[src/rtl/kfsi_pkg.sv]
// keyframe scale interpolator package: register indexes, fixed widths and stage control
// no dependencies
`timescale 1ns / 1ps

package kfsi_pkg;

    // keyframe table size and field widths that do not vary
    localparam int NUM_POINTS     = 3;
    localparam int COUNT_BITS     = 2;
    localparam int SCALE_INT_BITS = 4;
    localparam int CFG_IDX_BITS   = 3;

    // configuration register indexes
    typedef enum logic [CFG_IDX_BITS-1:0] {
        CFG_POINT_COUNT  = 3'd0,
        CFG_POINT0_TIME  = 3'd1,
        CFG_POINT1_TIME  = 3'd2,
        CFG_POINT2_TIME  = 3'd3,
        CFG_POINT0_SCALE = 3'd4,
        CFG_POINT1_SCALE = 3'd5,
        CFG_POINT2_SCALE = 3'd6,
        CFG_RUN_LENGTH   = 3'd7
    } t_cfg_reg;

    // control bits that travel with a request down the pipeline
    typedef struct packed {
        logic neg;
        logic active;
    } t_kfsi_ctl;

endpackage

[src/rtl/kfsi_if.sv]
// stream interfaces for the keyframe scale interpolator: time in, scale out, config writes
// depends on kfsi_pkg
`timescale 1ns / 1ps

interface kfsi_in_if #(
    parameter int TIME_BITS = 16
);
    logic                 valid;
    logic                 ready;
    logic [TIME_BITS-1:0] elapsed_ticks;

    modport source (output valid, output elapsed_ticks, input ready);
    modport sink   (input valid, input elapsed_ticks, output ready);
endinterface

interface kfsi_out_if #(
    parameter int SCALE_BITS = 16
);
    logic                  valid;
    logic                  ready;
    logic [SCALE_BITS-1:0] scale_out;
    logic                  active;

    modport source (output valid, output scale_out, output active, input ready);
    modport sink   (input valid, input scale_out, input active, output ready);
endinterface

interface kfsi_cfg_if #(
    parameter int DATA_BITS = 16
);
    logic                                  valid;
    logic                                  ready;
    logic [kfsi_pkg::CFG_IDX_BITS-1:0]     index;
    logic [DATA_BITS-1:0]                  data;

    modport source (output valid, output index, output data, input ready);
    modport sink   (input valid, input index, input data, output ready);
endinterface

[src/rtl/kfsi_regs.sv]
// configuration register file: keyframe count, times, scales and run length
// depends on kfsi_pkg and kfsi_cfg_if
`timescale 1ns / 1ps

module kfsi_regs #(
    parameter int TIME_BITS  = 16,
    parameter int SCALE_BITS = 16
) (
    input  logic                            i_clk,
    input  logic                            i_rst_n,
    kfsi_cfg_if.sink                        i_cfg,
    output logic [kfsi_pkg::COUNT_BITS-1:0] o_count,
    output logic [TIME_BITS-1:0]            o_time  [kfsi_pkg::NUM_POINTS],
    output logic [SCALE_BITS-1:0]           o_scale [kfsi_pkg::NUM_POINTS],
    output logic [TIME_BITS-1:0]            o_run_length
);
    import kfsi_pkg::*;

    localparam int SCALE_FRAC_BITS = SCALE_BITS - SCALE_INT_BITS;
    localparam logic [SCALE_BITS-1:0] SCALE_ONE = SCALE_BITS'(1) << SCALE_FRAC_BITS;

    logic [COUNT_BITS-1:0] r_count;
    logic [TIME_BITS-1:0]  r_time  [NUM_POINTS];
    logic [SCALE_BITS-1:0] r_scale [NUM_POINTS];
    logic [TIME_BITS-1:0]  r_run_length;

    // writes are always taken
    assign i_cfg.ready = 1'b1;

    // register write decode
    always_ff @(posedge i_clk) begin
        if (!i_rst_n) begin
            r_count      <= '0;
            r_run_length <= '0;
            for (int k = 0; k < NUM_POINTS; k++) begin
                r_time[k]  <= '0;
                r_scale[k] <= SCALE_ONE;
            end
        end else if (i_cfg.valid) begin
            unique case (t_cfg_reg'(i_cfg.index))
                CFG_POINT_COUNT:  r_count      <= i_cfg.data[COUNT_BITS-1:0];
                CFG_POINT0_TIME:  r_time[0]    <= i_cfg.data[TIME_BITS-1:0];
                CFG_POINT1_TIME:  r_time[1]    <= i_cfg.data[TIME_BITS-1:0];
                CFG_POINT2_TIME:  r_time[2]    <= i_cfg.data[TIME_BITS-1:0];
                CFG_POINT0_SCALE: r_scale[0]   <= i_cfg.data[SCALE_BITS-1:0];
                CFG_POINT1_SCALE: r_scale[1]   <= i_cfg.data[SCALE_BITS-1:0];
                CFG_POINT2_SCALE: r_scale[2]   <= i_cfg.data[SCALE_BITS-1:0];
                CFG_RUN_LENGTH:   r_run_length <= i_cfg.data[TIME_BITS-1:0];
            endcase
        end
    end

    assign o_count      = r_count;
    assign o_time       = r_time;
    assign o_scale      = r_scale;
    assign o_run_length = r_run_length;

endmodule

[src/rtl/kfsi_seg.sv]
// segment select and operand prep: picks the keyframe segment, then forms dt, span and |ds|
// two register stages, depends on kfsi_pkg
`timescale 1ns / 1ps

module kfsi_seg #(
    parameter int TIME_BITS  = 16,
    parameter int SCALE_BITS = 16
) (
    input  logic                            i_clk,
    input  logic                            i_rst_n,
    input  logic                            i_valid,
    output logic                            o_ready,
    input  logic [TIME_BITS-1:0]            i_t,
    input  logic [kfsi_pkg::COUNT_BITS-1:0] i_count,
    input  logic [TIME_BITS-1:0]            i_time  [kfsi_pkg::NUM_POINTS],
    input  logic [SCALE_BITS-1:0]           i_scale [kfsi_pkg::NUM_POINTS],
    input  logic [TIME_BITS-1:0]            i_run_length,
    output logic                            o_valid,
    input  logic                            i_ready,
    output logic [TIME_BITS-1:0]            o_dt,
    output logic [TIME_BITS-1:0]            o_span,
    output logic [SCALE_BITS-1:0]           o_mag,
    output logic [SCALE_BITS-1:0]           o_base,
    output kfsi_pkg::t_kfsi_ctl             o_ctl
);
    import kfsi_pkg::*;

    localparam int SCALE_FRAC_BITS = SCALE_BITS - SCALE_INT_BITS;
    localparam logic [SCALE_BITS-1:0] SCALE_ONE = SCALE_BITS'(1) << SCALE_FRAC_BITS;

    // select stage
    logic                  r1_valid;
    logic                  r1_hold;
    logic                  r1_active;
    logic [TIME_BITS-1:0]  r1_t;
    logic [TIME_BITS-1:0]  r1_prev_t;
    logic [TIME_BITS-1:0]  r1_next_t;
    logic [SCALE_BITS-1:0] r1_prev_s;
    logic [SCALE_BITS-1:0] r1_next_s;

    logic                  n1_hold;
    logic [TIME_BITS-1:0]  n1_prev_t;
    logic [TIME_BITS-1:0]  n1_next_t;
    logic [SCALE_BITS-1:0] n1_prev_s;
    logic [SCALE_BITS-1:0] n1_next_s;

    // prep stage
    logic                  r2_valid;
    logic [TIME_BITS-1:0]  r2_dt;
    logic [TIME_BITS-1:0]  r2_span;
    logic [SCALE_BITS-1:0] r2_mag;
    logic [SCALE_BITS-1:0] r2_base;
    t_kfsi_ctl             r2_ctl;

    logic                  n2_neg;
    logic [TIME_BITS-1:0]  n2_dt;
    logic [TIME_BITS-1:0]  n2_span;
    logic [SCALE_BITS-1:0] n2_mag;

    logic w_ready1;
    logic w_ready2;

    // stage enables, a bubble can be filled while the stage after stalls
    assign w_ready2 = !r2_valid || i_ready;
    assign w_ready1 = !r1_valid || w_ready2;
    assign o_ready  = w_ready1;

    // first keyframe later than t closes the segment, else hold the last passed scale
    always_comb begin
        n1_hold   = 1'b0;
        n1_prev_t = '0;
        n1_prev_s = SCALE_ONE;
        n1_next_t = i_time[0];
        n1_next_s = i_scale[0];
        priority if (i_count >= COUNT_BITS'(1) && i_time[0] > i_t) begin
            n1_prev_t = '0;
        end else if (i_count >= COUNT_BITS'(2) && i_time[1] > i_t) begin
            n1_prev_t = i_time[0];
            n1_prev_s = i_scale[0];
            n1_next_t = i_time[1];
            n1_next_s = i_scale[1];
        end else if (i_count == COUNT_BITS'(3) && i_time[2] > i_t) begin
            n1_prev_t = i_time[1];
            n1_prev_s = i_scale[1];
            n1_next_t = i_time[2];
            n1_next_s = i_scale[2];
        end else begin
            n1_hold = 1'b1;
            unique case (i_count)
                COUNT_BITS'(0): n1_prev_s = SCALE_ONE;
                COUNT_BITS'(1): n1_prev_s = i_scale[0];
                COUNT_BITS'(2): n1_prev_s = i_scale[1];
                default:        n1_prev_s = i_scale[2];
            endcase
            n1_next_s = n1_prev_s;
        end
    end

    always_ff @(posedge i_clk) begin
        if (!i_rst_n) begin
            r1_valid <= 1'b0;
        end else if (w_ready1) begin
            r1_valid <= i_valid;
        end
    end

    always_ff @(posedge i_clk) begin
        if (w_ready1 && i_valid) begin
            r1_hold   <= n1_hold;
            r1_active <= i_t < i_run_length;
            r1_t      <= i_t;
            r1_prev_t <= n1_prev_t;
            r1_next_t <= n1_next_t;
            r1_prev_s <= n1_prev_s;
            r1_next_s <= n1_next_s;
        end
    end

    // offsets within the segment and the scale step magnitude
    always_comb begin
        n2_neg  = r1_next_s < r1_prev_s;
        n2_mag  = n2_neg ? (r1_prev_s - r1_next_s) : (r1_next_s - r1_prev_s);
        n2_dt   = r1_hold ? '0 : (r1_t - r1_prev_t);
        n2_span = r1_hold ? TIME_BITS'(1) : (r1_next_t - r1_prev_t);
    end

    always_ff @(posedge i_clk) begin
        if (!i_rst_n) begin
            r2_valid <= 1'b0;
        end else if (w_ready2) begin
            r2_valid <= r1_valid;
        end
    end

    always_ff @(posedge i_clk) begin
        if (w_ready2 && r1_valid) begin
            r2_dt         <= n2_dt;
            r2_span       <= n2_span;
            r2_mag        <= n2_mag;
            r2_base       <= r1_prev_s;
            r2_ctl.neg    <= n2_neg;
            r2_ctl.active <= r1_active;
        end
    end

    assign o_valid = r2_valid;
    assign o_dt    = r2_dt;
    assign o_span  = r2_span;
    assign o_mag   = r2_mag;
    assign o_base  = r2_base;
    assign o_ctl   = r2_ctl;

    // the divide only works if the offset stays inside the segment
    a_dt_in_span: assert property (@(posedge i_clk) disable iff (!i_rst_n)
        r2_valid |-> r2_dt < r2_span)
        else $error("segment offset not below segment length");

endmodule

[src/rtl/kfsi_mul.sv]
// multiply stage: |ds| * dt, one register after the product
// depends on kfsi_pkg
`timescale 1ns / 1ps

module kfsi_mul #(
    parameter int TIME_BITS  = 16,
    parameter int SCALE_BITS = 16
) (
    input  logic                                  i_clk,
    input  logic                                  i_rst_n,
    input  logic                                  i_valid,
    output logic                                  o_ready,
    input  logic [TIME_BITS-1:0]                  i_dt,
    input  logic [TIME_BITS-1:0]                  i_span,
    input  logic [SCALE_BITS-1:0]                 i_mag,
    input  logic [SCALE_BITS-1:0]                 i_base,
    input  kfsi_pkg::t_kfsi_ctl                   i_ctl,
    output logic                                  o_valid,
    input  logic                                  i_ready,
    output logic [SCALE_BITS+TIME_BITS-1:0]       o_prod,
    output logic [TIME_BITS-1:0]                  o_span,
    output logic [SCALE_BITS-1:0]                 o_base,
    output kfsi_pkg::t_kfsi_ctl                   o_ctl
);
    import kfsi_pkg::*;

    localparam int PROD_BITS = SCALE_BITS + TIME_BITS;

    logic                  r_valid;
    logic [PROD_BITS-1:0]  r_prod;
    logic [TIME_BITS-1:0]  r_span;
    logic [SCALE_BITS-1:0] r_base;
    t_kfsi_ctl             r_ctl;

    logic                  w_ready;
    logic [PROD_BITS-1:0]  w_prod;

    assign w_ready = !r_valid || i_ready;
    assign o_ready = w_ready;

    // exact unsigned product
    assign w_prod = {{TIME_BITS{1'b0}}, i_mag} * {{SCALE_BITS{1'b0}}, i_dt};

    always_ff @(posedge i_clk) begin
        if (!i_rst_n) begin
            r_valid <= 1'b0;
        end else if (w_ready) begin
            r_valid <= i_valid;
        end
    end

    always_ff @(posedge i_clk) begin
        if (w_ready && i_valid) begin
            r_prod <= w_prod;
            r_span <= i_span;
            r_base <= i_base;
            r_ctl  <= i_ctl;
        end
    end

    assign o_valid = r_valid;
    assign o_prod  = r_prod;
    assign o_span  = r_span;
    assign o_base  = r_base;
    assign o_ctl   = r_ctl;

endmodule

[src/rtl/kfsi_div_step.sv]
// one restoring divide step: one quotient bit per register stage
// depends on kfsi_pkg
`timescale 1ns / 1ps

module kfsi_div_step #(
    parameter int TIME_BITS  = 16,
    parameter int SCALE_BITS = 16
) (
    input  logic                  i_clk,
    input  logic                  i_rst_n,
    input  logic                  i_valid,
    output logic                  o_ready,
    input  logic [TIME_BITS-1:0]  i_rem,
    input  logic [SCALE_BITS-1:0] i_bits,
    input  logic [TIME_BITS-1:0]  i_den,
    input  logic [SCALE_BITS-1:0] i_base,
    input  kfsi_pkg::t_kfsi_ctl   i_ctl,
    output logic                  o_valid,
    input  logic                  i_ready,
    output logic [TIME_BITS-1:0]  o_rem,
    output logic [SCALE_BITS-1:0] o_bits,
    output logic [TIME_BITS-1:0]  o_den,
    output logic [SCALE_BITS-1:0] o_base,
    output kfsi_pkg::t_kfsi_ctl   o_ctl
);
    import kfsi_pkg::*;

    logic                  r_valid;
    logic [TIME_BITS-1:0]  r_rem;
    logic [SCALE_BITS-1:0] r_bits;
    logic [TIME_BITS-1:0]  r_den;
    logic [SCALE_BITS-1:0] r_base;
    t_kfsi_ctl             r_ctl;

    logic                  w_ready;
    logic [TIME_BITS:0]    w_trial;
    logic [TIME_BITS:0]    w_diff;
    logic                  w_ge;
    logic [TIME_BITS-1:0]  n_rem;
    logic [SCALE_BITS-1:0] n_bits;

    assign w_ready = !r_valid || i_ready;
    assign o_ready = w_ready;

    // shift in the next dividend bit, subtract if it fits, quotient bit enters at the bottom
    always_comb begin
        w_trial = {i_rem, i_bits[SCALE_BITS-1]};
        w_diff  = w_trial - {1'b0, i_den};
        w_ge    = w_trial >= {1'b0, i_den};
        n_rem   = w_ge ? w_diff[TIME_BITS-1:0] : w_trial[TIME_BITS-1:0];
        n_bits  = {i_bits[SCALE_BITS-2:0], w_ge};
    end

    always_ff @(posedge i_clk) begin
        if (!i_rst_n) begin
            r_valid <= 1'b0;
        end else if (w_ready) begin
            r_valid <= i_valid;
        end
    end

    always_ff @(posedge i_clk) begin
        if (w_ready && i_valid) begin
            r_rem  <= n_rem;
            r_bits <= n_bits;
            r_den  <= i_den;
            r_base <= i_base;
            r_ctl  <= i_ctl;
        end
    end

    assign o_valid = r_valid;
    assign o_rem   = r_rem;
    assign o_bits  = r_bits;
    assign o_den   = r_den;
    assign o_base  = r_base;
    assign o_ctl   = r_ctl;

    // partial remainder must stay below the divisor after every step
    a_rem_below_den: assert property (@(posedge i_clk) disable iff (!i_rst_n)
        r_valid |-> r_rem < r_den)
        else $error("partial remainder not below divisor");

    a_den_nonzero: assert property (@(posedge i_clk) disable iff (!i_rst_n)
        r_valid |-> r_den != '0)
        else $error("zero divisor in divide pipeline");

endmodule

[src/rtl/keyframe_scale_interpolator_top.sv]
// keyframe scale interpolator: a request passes select, prep, multiply, one divide stage per
// quotient bit and output; throughput one request per cycle while the output is not stalled
// every stage has its own valid bit and fills its bubbles
// config writes are taken every cycle and act on requests accepted after them
// synchronous active-low reset empties the pipeline and loads the register reset values
// depends on kfsi_pkg, kfsi_if, kfsi_regs, kfsi_seg, kfsi_mul, kfsi_div_step
`timescale 1ns / 1ps

module keyframe_scale_interpolator_top #(
    parameter int TIME_BITS       = 16,
    parameter int SCALE_FRAC_BITS = 12
) (
    input  logic       i_clk,
    input  logic       i_rst_n,
    kfsi_in_if.sink    i_in,
    kfsi_out_if.source o_out,
    kfsi_cfg_if.sink   i_cfg
);
    import kfsi_pkg::*;

    localparam int SCALE_BITS = SCALE_FRAC_BITS + SCALE_INT_BITS;
    localparam int PROD_BITS  = SCALE_BITS + TIME_BITS;

    // configuration
    logic [COUNT_BITS-1:0] w_count;
    logic [TIME_BITS-1:0]  w_time  [NUM_POINTS];
    logic [SCALE_BITS-1:0] w_scale [NUM_POINTS];
    logic [TIME_BITS-1:0]  w_run_length;

    // segment to multiply
    logic                  w_seg_valid;
    logic                  w_seg_ready;
    logic [TIME_BITS-1:0]  w_seg_dt;
    logic [TIME_BITS-1:0]  w_seg_span;
    logic [SCALE_BITS-1:0] w_seg_mag;
    logic [SCALE_BITS-1:0] w_seg_base;
    t_kfsi_ctl             w_seg_ctl;

    // multiply to divide
    logic                  w_mul_valid;
    logic [PROD_BITS-1:0]  w_mul_prod;
    logic [TIME_BITS-1:0]  w_mul_span;
    logic [SCALE_BITS-1:0] w_mul_base;
    t_kfsi_ctl             w_mul_ctl;

    // divide chain, entry k feeds step k
    logic                  w_dv_valid [SCALE_BITS+1];
    logic                  w_dv_ready [SCALE_BITS+1];
    logic [TIME_BITS-1:0]  w_dv_rem   [SCALE_BITS+1];
    logic [SCALE_BITS-1:0] w_dv_bits  [SCALE_BITS+1];
    logic [TIME_BITS-1:0]  w_dv_den   [SCALE_BITS+1];
    logic [SCALE_BITS-1:0] w_dv_base  [SCALE_BITS+1];
    t_kfsi_ctl             w_dv_ctl   [SCALE_BITS+1];

    // output stage
    logic                  r_valid;
    logic [SCALE_BITS-1:0] r_scale;
    logic                  r_active;
    logic                  w_out_ready;
    logic [SCALE_BITS:0]   w_sum;
    logic [SCALE_BITS-1:0] w_quot;
    logic [SCALE_BITS-1:0] n_scale;

    kfsi_regs #(
        .TIME_BITS  (TIME_BITS),
        .SCALE_BITS (SCALE_BITS)
    ) u_regs (
        .i_clk        (i_clk),
        .i_rst_n      (i_rst_n),
        .i_cfg        (i_cfg),
        .o_count      (w_count),
        .o_time       (w_time),
        .o_scale      (w_scale),
        .o_run_length (w_run_length)
    );

    kfsi_seg #(
        .TIME_BITS  (TIME_BITS),
        .SCALE_BITS (SCALE_BITS)
    ) u_seg (
        .i_clk        (i_clk),
        .i_rst_n      (i_rst_n),
        .i_valid      (i_in.valid),
        .o_ready      (i_in.ready),
        .i_t          (i_in.elapsed_ticks),
        .i_count      (w_count),
        .i_time       (w_time),
        .i_scale      (w_scale),
        .i_run_length (w_run_length),
        .o_valid      (w_seg_valid),
        .i_ready      (w_seg_ready),
        .o_dt         (w_seg_dt),
        .o_span       (w_seg_span),
        .o_mag        (w_seg_mag),
        .o_base       (w_seg_base),
        .o_ctl        (w_seg_ctl)
    );

    kfsi_mul #(
        .TIME_BITS  (TIME_BITS),
        .SCALE_BITS (SCALE_BITS)
    ) u_mul (
        .i_clk   (i_clk),
        .i_rst_n (i_rst_n),
        .i_valid (w_seg_valid),
        .o_ready (w_seg_ready),
        .i_dt    (w_seg_dt),
        .i_span  (w_seg_span),
        .i_mag   (w_seg_mag),
        .i_base  (w_seg_base),
        .i_ctl   (w_seg_ctl),
        .o_valid (w_mul_valid),
        .i_ready (w_dv_ready[0]),
        .o_prod  (w_mul_prod),
        .o_span  (w_mul_span),
        .o_base  (w_mul_base),
        .o_ctl   (w_mul_ctl)
    );

    // quotient is below |ds|, so the high product bits start out below the divisor
    assign w_dv_valid[0] = w_mul_valid;
    assign w_dv_rem[0]   = w_mul_prod[PROD_BITS-1:SCALE_BITS];
    assign w_dv_bits[0]  = w_mul_prod[SCALE_BITS-1:0];
    assign w_dv_den[0]   = w_mul_span;
    assign w_dv_base[0]  = w_mul_base;
    assign w_dv_ctl[0]   = w_mul_ctl;

    for (genvar k = 0; k < SCALE_BITS; k++) begin : g_div
        kfsi_div_step #(
            .TIME_BITS  (TIME_BITS),
            .SCALE_BITS (SCALE_BITS)
        ) u_step (
            .i_clk   (i_clk),
            .i_rst_n (i_rst_n),
            .i_valid (w_dv_valid[k]),
            .o_ready (w_dv_ready[k]),
            .i_rem   (w_dv_rem[k]),
            .i_bits  (w_dv_bits[k]),
            .i_den   (w_dv_den[k]),
            .i_base  (w_dv_base[k]),
            .i_ctl   (w_dv_ctl[k]),
            .o_valid (w_dv_valid[k+1]),
            .i_ready (w_dv_ready[k+1]),
            .o_rem   (w_dv_rem[k+1]),
            .o_bits  (w_dv_bits[k+1]),
            .o_den   (w_dv_den[k+1]),
            .o_base  (w_dv_base[k+1]),
            .o_ctl   (w_dv_ctl[k+1])
        );
    end

    // apply the signed step to the segment start scale
    assign w_out_ready            = !r_valid || o_out.ready;
    assign w_dv_ready[SCALE_BITS] = w_out_ready;
    assign w_quot                 = w_dv_bits[SCALE_BITS];

    always_comb begin
        w_sum   = {1'b0, w_dv_base[SCALE_BITS]} + {1'b0, w_quot};
        n_scale = w_dv_ctl[SCALE_BITS].neg ? (w_dv_base[SCALE_BITS] - w_quot)
                                           : w_sum[SCALE_BITS-1:0];
    end

    always_ff @(posedge i_clk) begin
        if (!i_rst_n) begin
            r_valid <= 1'b0;
        end else if (w_out_ready) begin
            r_valid <= w_dv_valid[SCALE_BITS];
        end
    end

    always_ff @(posedge i_clk) begin
        if (w_out_ready && w_dv_valid[SCALE_BITS]) begin
            r_scale  <= n_scale;
            r_active <= w_dv_ctl[SCALE_BITS].active;
        end
    end

    assign o_out.valid     = r_valid;
    assign o_out.scale_out = r_scale;
    assign o_out.active    = r_active;

    // interpolated scale lies between the two keyframe scales, so no wrap either way
    a_no_overflow: assert property (@(posedge i_clk) disable iff (!i_rst_n)
        w_dv_valid[SCALE_BITS] && !w_dv_ctl[SCALE_BITS].neg |-> !w_sum[SCALE_BITS])
        else $error("rising segment overflowed the scale range");

    a_no_underflow: assert property (@(posedge i_clk) disable iff (!i_rst_n)
        w_dv_valid[SCALE_BITS] && w_dv_ctl[SCALE_BITS].neg |-> w_quot <= w_dv_base[SCALE_BITS])
        else $error("falling segment went below zero");

endmodule

[src/flat_wrapper.sv]
// flat-port wrapper written by rule: the top's interface ports become plain ports
module keyframe_scale_interpolator_top_flat import kfsi_pkg::*;
#(
    parameter int TIME_BITS       = 16,
    parameter int SCALE_FRAC_BITS = 12
)
  (i_clk, i_rst_n, i_in_valid, i_in_elapsed_ticks, i_in_ready, o_out_valid, o_out_scale_out, o_out_active, o_out_ready, i_cfg_valid, i_cfg_index, i_cfg_data, i_cfg_ready);
  kfsi_in_if #(.TIME_BITS(TIME_BITS)) i_in_i ();
  kfsi_out_if #(.SCALE_BITS((SCALE_FRAC_BITS + SCALE_INT_BITS))) o_out_i ();
  kfsi_cfg_if #(.DATA_BITS(TIME_BITS)) i_cfg_i ();
  input  logic i_clk;
  input  logic i_rst_n;
  input wire logic [$bits(i_in_i.valid)-1:0] i_in_valid;
  input wire logic [$bits(i_in_i.elapsed_ticks)-1:0] i_in_elapsed_ticks;
  output wire logic [$bits(i_in_i.ready)-1:0] i_in_ready;
  output wire logic [$bits(o_out_i.valid)-1:0] o_out_valid;
  output wire logic [$bits(o_out_i.scale_out)-1:0] o_out_scale_out;
  output wire logic [$bits(o_out_i.active)-1:0] o_out_active;
  input wire logic [$bits(o_out_i.ready)-1:0] o_out_ready;
  input wire logic [$bits(i_cfg_i.valid)-1:0] i_cfg_valid;
  input wire logic [$bits(i_cfg_i.index)-1:0] i_cfg_index;
  input wire logic [$bits(i_cfg_i.data)-1:0] i_cfg_data;
  output wire logic [$bits(i_cfg_i.ready)-1:0] i_cfg_ready;
  assign i_in_i.valid = i_in_valid;
  assign i_in_i.elapsed_ticks = i_in_elapsed_ticks;
  assign i_in_ready = i_in_i.ready;
  assign o_out_valid = o_out_i.valid;
  assign o_out_scale_out = o_out_i.scale_out;
  assign o_out_active = o_out_i.active;
  assign o_out_i.ready = o_out_ready;
  assign i_cfg_i.valid = i_cfg_valid;
  assign i_cfg_i.index = i_cfg_index;
  assign i_cfg_i.data = i_cfg_data;
  assign i_cfg_ready = i_cfg_i.ready;
  keyframe_scale_interpolator_top #(.TIME_BITS(TIME_BITS), .SCALE_FRAC_BITS(SCALE_FRAC_BITS)) u_core (.i_clk(i_clk), .i_rst_n(i_rst_n), .i_in(i_in_i), .o_out(o_out_i), .i_cfg(i_cfg_i));
endmodule
[config.mk]
export PLATFORM = sky130hd
export DESIGN_NAME = keyframe_scale_interpolator_top_flat
export DESIGN_NICKNAME = d
export VERILOG_FILES = /design/src/rtl/kfsi_pkg.sv /design/src/rtl/kfsi_if.sv /design/src/rtl/kfsi_regs.sv /design/src/rtl/kfsi_seg.sv /design/src/rtl/kfsi_mul.sv /design/src/rtl/kfsi_div_step.sv /design/src/rtl/keyframe_scale_interpolator_top.sv /design/src/flat_wrapper.sv
export SDC_FILE = /design/constraint.sdc
export NUM_CORES = 2
export LEC_CHECK = 0
export BUFFER_PORTS_ARGS = -buffer_cell sky130_fd_sc_hd__buf_2
export CAP_MARGIN = 10
export CORE_MARGIN = 8
export CORE_UTILIZATION = 45
export CTS_BUF_LIST = sky130_fd_sc_hd__clkbuf_4 sky130_fd_sc_hd__clkbuf_8 sky130_fd_sc_hd__clkbuf_16
export CTS_CLUSTER_DIAMETER = 60
export DETAILED_ROUTE_END_ITERATION = 10
export GPL_TIMING_DRIVEN = 0
export SETUP_SLACK_MARGIN = 0.4
export SLEW_MARGIN = 30
export SYNTH_ARGS = -nofsm -noshare
export SYNTH_HDL_FRONTEND = slang
export SYNTH_SLANG_ARGS = --single-unit
[constraint.sdc]
create_clock -name i_clk -period 13.56 [get_ports i_clk]
set_input_delay 2.034 -clock i_clk [delete_from_list [all_inputs] [get_ports i_clk]]
set_output_delay 2.034 -clock i_clk [all_outputs]
set_load 0.03 [all_outputs]
### Yosys cells after proc, flatten, opt, wreduce, memory -nomap -nowiden

Cells that the tools add are included.

* flip-flop bits (word level): 1389
* input bits: 40
* logic and storage cells: 300

* order comparisons: 23
* mux-type cells: 29
* equal/unequal tests: 10
* $add $sub $neg: 21
* multipliers: 1
* reduce and logical (&&, ||, !) cells: 74

Operator list (number)
* $mux W16: 27
* $sub A16 B16 Y16: 20
* $ge A17 B16 Y1: 16
* $gt A16 B16 Y1: 3
* $pmux W16 S3: 1
* $lt A16 B16 Y1: 2
* $mul A16 B16 Y32: 1
* $logic_and A1 B1 Y1: 23
* $logic_not A1 Y1: 20
* $logic_or A1 B1 Y1: 20
* $add A16 B16 Y16: 1
* $reduce_and A2 Y1: 8
* $eq A3 B3 Y1 const B: 4
* $eq A3 B2 Y1 const B: 2
* $eq A2 B2 Y1 const B: 2
* $eq A3 B1 Y1 const B: 1
* $logic_not A3 Y1: 1
* $eq A2 B1 Y1 const B: 1
* $ge A2 B1 Y1 const B: 1
* $ge A2 B2 Y1 const B: 1
* $logic_not A2 Y1: 1
* $reduce_or A2 Y1: 1
* $mux W1: 1

### Logic depth before layout (Yosys ltp)

* word-level depth: 22
* mapped depth: 24
* gate-level depth less buffers: 23

### Modules after synthesis

Synthesis repeated with hierarchy kept, for this count alone.

* cells, all modules: 6258
* area total of the unflattened synthesis: 77815.9 µm²

Modules (own cells, without submodules)
* kfsi_div_step (u_core.g_div[12].u_step ...): area an instance 3160.5 µm², cells an instance 222, times used 12
* kfsi_mul: area an instance 10731.5 µm², cells an instance 1096, times used 1
* kfsi_seg: area an instance 10729.0 µm², cells an instance 1044, times used 1
* kfsi_div_step (u_core.g_div[0].u_step ...): area an instance 3216.8 µm², cells an instance 224, times used 3
* kfsi_regs: area an instance 4200.3 µm², cells an instance 397, times used 1
* kfsi_div_step (u_core.g_div[1].u_step): area an instance 3034.2 µm², cells an instance 227, times used 1
* keyframe_scale_interpolator_top: area an instance 1544.0 µm², cells an instance 158, times used 1

### Worst setup path before layout

OpenSTA, ideal clock, no wires.

* path kind: input to register
* start: input o_out_ready
* end: register u_core.g_div[0].u_step.r_base[0], enable pin
* path buffers: 2
* setup slack: 4941 ps
* arrival time: 8028 ps
* cell stages on the path: 9
* cells stage by stage: and4b_1 > and3_1 > buf_2 > nand2_1 > nor3_1 > and4_1 > and3_1 > buf_2 > a21boi_0

* word-level cells in the longest chain between the ends: 18

RTL lines
* start: declaration: RTL line flat_wrapper.sv:19 `input wire logic [$bits(o_out_i.ready)-1:0] o_out_ready;`
* $logic_or A1 B1 Y1: RTL line keyframe_scale_interpolator_top.sv:153 `assign w_out_ready = !r_valid || o_out.ready;`
* $logic_or A1 B1 Y1 (16 in a row): RTL line kfsi_div_step.sv:42 `assign w_ready = !r_valid || i_ready;`
* $logic_and A1 B1 Y1: RTL line kfsi_div_step.sv:63 `if (w_ready && i_valid) begin`
* end signal: assignment: RTL line kfsi_div_step.sv:67 `r_base <= i_base;`
* end: declaration: RTL line kfsi_div_step.sv:32 `logic [SCALE_BITS-1:0] r_base;`

Every way passes these cells.
A chain may end at the register's enable or synchronous reset.

### Final worst setup path

* start: register u_core.u_seg.r2_mag[9] (netlist: u_core.u_seg.o_mag[9])
* end: register u_core.u_mul.r_prod[31] (netlist: u_core.u_mul.o_prod[31]), data pin

* word-level cells in the longest chain between the ends: 1

RTL lines
* start: declaration: RTL line kfsi_seg.sv:51 `logic [SCALE_BITS-1:0] r2_mag;`
* start signal: assignment: RTL line kfsi_seg.sv:139 `r2_mag <= n2_mag;`
* $mul A16 B16 Y32: RTL line kfsi_mul.sv:42 `assign w_prod = {{TIME_BITS{1'b0}}, i_mag} * {{SCALE_BITS{1'b0}}, i_dt};`
* via u_core.u_mul.w_prod[31]: RTL line kfsi_mul.sv:36 `logic [PROD_BITS-1:0] w_prod;`
* end signal: assignment: RTL line kfsi_mul.sv:54 `r_prod <= w_prod;`
* end: declaration: RTL line kfsi_mul.sv:30 `logic [PROD_BITS-1:0] r_prod;`

The timed path passes the listed nets, and every way through them passes these cells.

==> impl_metrics.csv <==
group,metric,value,unit
global_route,grt_pass1_vias,46596,
clocking,cts_buffers,155,
timing,fin_ws,6.14,ns
power_and_ir_drop,net-switching-power,3.36,mW
placement,dp_cells,8478,
clocking,cts.sinks,1389,
worst_setup_path,crit_arrival,8.09,ns
final_layout,fill_cells,14058,
timing,worst_pin_slew,0.907,ns
logic_synthesis,yosysWarnings,0,
timing,hold_viol_final,0,
drt,firstDrtPassIters,8,
logic_synthesis,synth_top_area_frac,0.515,
timing,setup_viol,0,
placement,dp_hpwl,129000,um
timing,setup_tns,0,ns
die,core,162000,sq um
power_and_ir_drop,total_power,11.9,mW
logic_synthesis,yosysMostFrequentCell,"edfxtp_1",
timing,clock.fmax,135,MHz
logic_synthesis,ys_types,96,
logic_synthesis,synth_common_cells,"edfxtp_1 (1,255), inv_1 (739), nand2_1 (642)",
global_route,grt_max_degree,49,
timing,finalHoldWorstSlack,0.394,ns
die,die_h,419,um
drt,viasPerCell,5.33,
clocking,cts-root-buf,"clkbuf_16",
final_layout,fin_cells,8768,
drt,drtAntennaViolNets,0,
logic_synthesis,synth_edf_count,1255,
global_route,gr-usage-met2,0.324,
logic_synthesis,synthesis.nets,6949,
die,pin_count,60,
logic_synthesis,synth_top_flop_cell,"edfxtp_1",
worst_setup_path,path_class,"reg -> reg",
timing,fin_crit,7.42,ns
clocking,post_cts_buffers,0,
power_and_ir_drop,leakage,32.1,nW
worst_setup_path,cp-start-kind,"register",
drt,wl_per_cell,19.0,um
drt,drc,0,
drt,vias,46705,
logic_synthesis,postSynthAreaPerCell,11.8,sq um
power_and_ir_drop,switching_share,0.283,
final_layout,fin_area,83000,sq um
global_route,antenna_found_initial,4,
global_route,gr-usage-met3,0.0332,
final_layout,synthToLayoutAreaGrowth,13.5,%
global_route,gr-usage-met1,0.241,
global_route,overflow,0,
final_layout,fin_nets,7214,
placement,place_ws,6.23,ns
clocking,clock_path_buffers,3,
placement,place_area,77500,sq um
timing,slew_headroom,0.389,
worst_setup_path,r2r_setup_slack,6.14,ns
final_layout,drive_above_1_share,0.0818,
power_and_ir_drop,combPwrFrac,0.222,
placement,port_buffers,53,
drt,drt_iter0_drc,3477,
logic_synthesis,synth_cells,6195,
die,start_util,0.451,
die,rows,148,
clocking,insertion_delay,0.81,ns
clocking,htreeDepth,4,
placement,routabilityCongestion,0.902,
logic_synthesis,synth_area_leaders,"edfxtp_1 (52%), ha_1 (8.6%), fa_1 (5.9%)",
clocking,cts_resized,0,
logic_synthesis,synth-seq-cells,1389,
power_and_ir_drop,power.density,143,nW/um^2
worst_setup_path,crit_required,14.23,ns
power_and_ir_drop,seq_power_share,0.410,
die,die_area,176000,sq um
timing,drv_slew,0,
min_path,hold_class,"reg -> reg",
clocking,clk_pin_slew_worst_paths,0.06,ns
power_and_ir_drop,internal_power,8.53,mW
drt,drt-total-wl,167000,um
worst_setup_path,critPathCaptureType,"register",
global_route,grt_pass1_wl,260000,um
die,die_width,419,um
power_and_ir_drop,pwr-share-clk,0.368,
logic_synthesis,yosysSeqAreaShare,0.552,
job,cap_viol_max_count,0,
clocking,cts_tree,"yes",
timing,timing.final.crit_share,0.547,
logic_synthesis,syn_area,73100,sq um
timing,skew,0.0621,ns
worst_setup_path,path_max_fanout,10,
logic_synthesis,yosysTopAreaCell,"edfxtp_1",
global_route,grt_usage,0.188,
clocking,ctsHoldBuffers,0,
global_route,globalRoute.busiestLayer,"met2",
timing,rsz0062_at_grt,"no",
final_layout,post-route-util,0.512,
logic_synthesis,async_flop_share,0,
power_and_ir_drop,ir_drop,211,uV
run_status,status,"complete, no violations",
cell type report:
cell class                      count  area (sq um)  area share
Antenna cell                        2          5.00   0.0000603
Buffer                            166           696     0.00838
Clock buffer                      189          4150      0.0500
Clock inverter                     99          1310      0.0158
Inverter                          751          2820      0.0340
Multi-Input combinational cell   3889         29400       0.354
Sequential cell                  1389         40400       0.486
Tap cell                         2175          2720      0.0328
Timing Repair Buffer              108          1510      0.0182
critical path, stage by stage (launching register included):
cell	delay [ns]
edfxtp_1	0.66
clkbuf_1	0.65
nand2_1	0.17
fa_1	0.59
fa_1	0.44
fa_1	0.51
inv_1	0.05
fa_1	0.52
fa_1	0.57
inv_1	0.06
fa_1	0.57
inv_1	0.05
ha_1	0.37
nand3_1	0.12
nor3_1	0.44
o211ai_1	0.26
o211ai_1	0.36
a31oi_1	0.17
a21oi_1	0.31
mux2i_1	0.24
and3_1	0.18
power groups by stage:
stage	clock network (mW)	logic [mW]	registers (mW)
floorplan	0	1.97	4.93
global placement	0	2.66	4.97
detailed placement	0	2.67	4.96
CTS	4.48	2.69	4.87
global route	4.65	3.02	4.88
finish	4.37	2.64	4.87
cells in the final DEF (no fill, tap or decap), drive strengths merged, types with 115 or more instances in the layout:
cell type and instances:
edfxtp 1255, o21ai 215, clkbuf 324, a21boi 157, inv 768, nor2 315, dfxtp 134, ha 500
nand3 115, fa 214, xnor2 124, buf 139, nand2 643, and2 145, a21oi 308
logic make-up after synthesis:
family                     after synthesis  synth area share
AOI/OAI and AO/OA                     1273             0.117
other                                    1         0.0000513
and+or+nand+nor                       1660             0.108
buffers and inverters                  917            0.0481
adders and majority gates              714             0.144
DFF                                   1389             0.552
muxes                                   63           0.00958
xor gates and xnor gates               178            0.0213
state kept, by name, indices dropped and copies added, names as in the netlist, 32 cells and up:
register,flops
u_core.g_div.u_step.o_base,256
u_core.g_div.u_step.o_bits,256
u_core.g_div.u_step.o_den,240
u_core.g_div.u_step.o_rem,240
u_core.u_regs.o_scale,48
u_core.u_regs.o_time,48
u_core.g_div.u_step.o_ctl,32
u_core.u_mul.o_prod,32
routing by layer:
layer / wire [um] / vias up
li1: - / 22692
met1: 71900 / 22720
met2: 82100 / 1012
met3: 7730 / 281
met4: 5070 / 0
met5: 0 / -
worst paths after layout:
path	cells after the start	from	to
worst max register to register	20	u_core.u_seg.o_mag[9]$_DFFE_PP_	u_core.u_mul.o_prod[31]$_DFFE_PP_
worst max-delay path	20	u_core.u_seg.o_mag[9]$_DFFE_PP_	u_core.u_mul.o_prod[31]$_DFFE_PP_
worst min-delay path	0	u_core.g_div[0].u_step.o_base[15]$_DFFE_PP_	u_core.g_div[1].u_step.o_base[15]$_DFFE_PP_
worst min register to register	0	u_core.g_div[0].u_step.o_base[15]$_DFFE_PP_	u_core.g_div[1].u_step.o_base[15]$_DFFE_PP_
(Power assumes the default switching activity.)
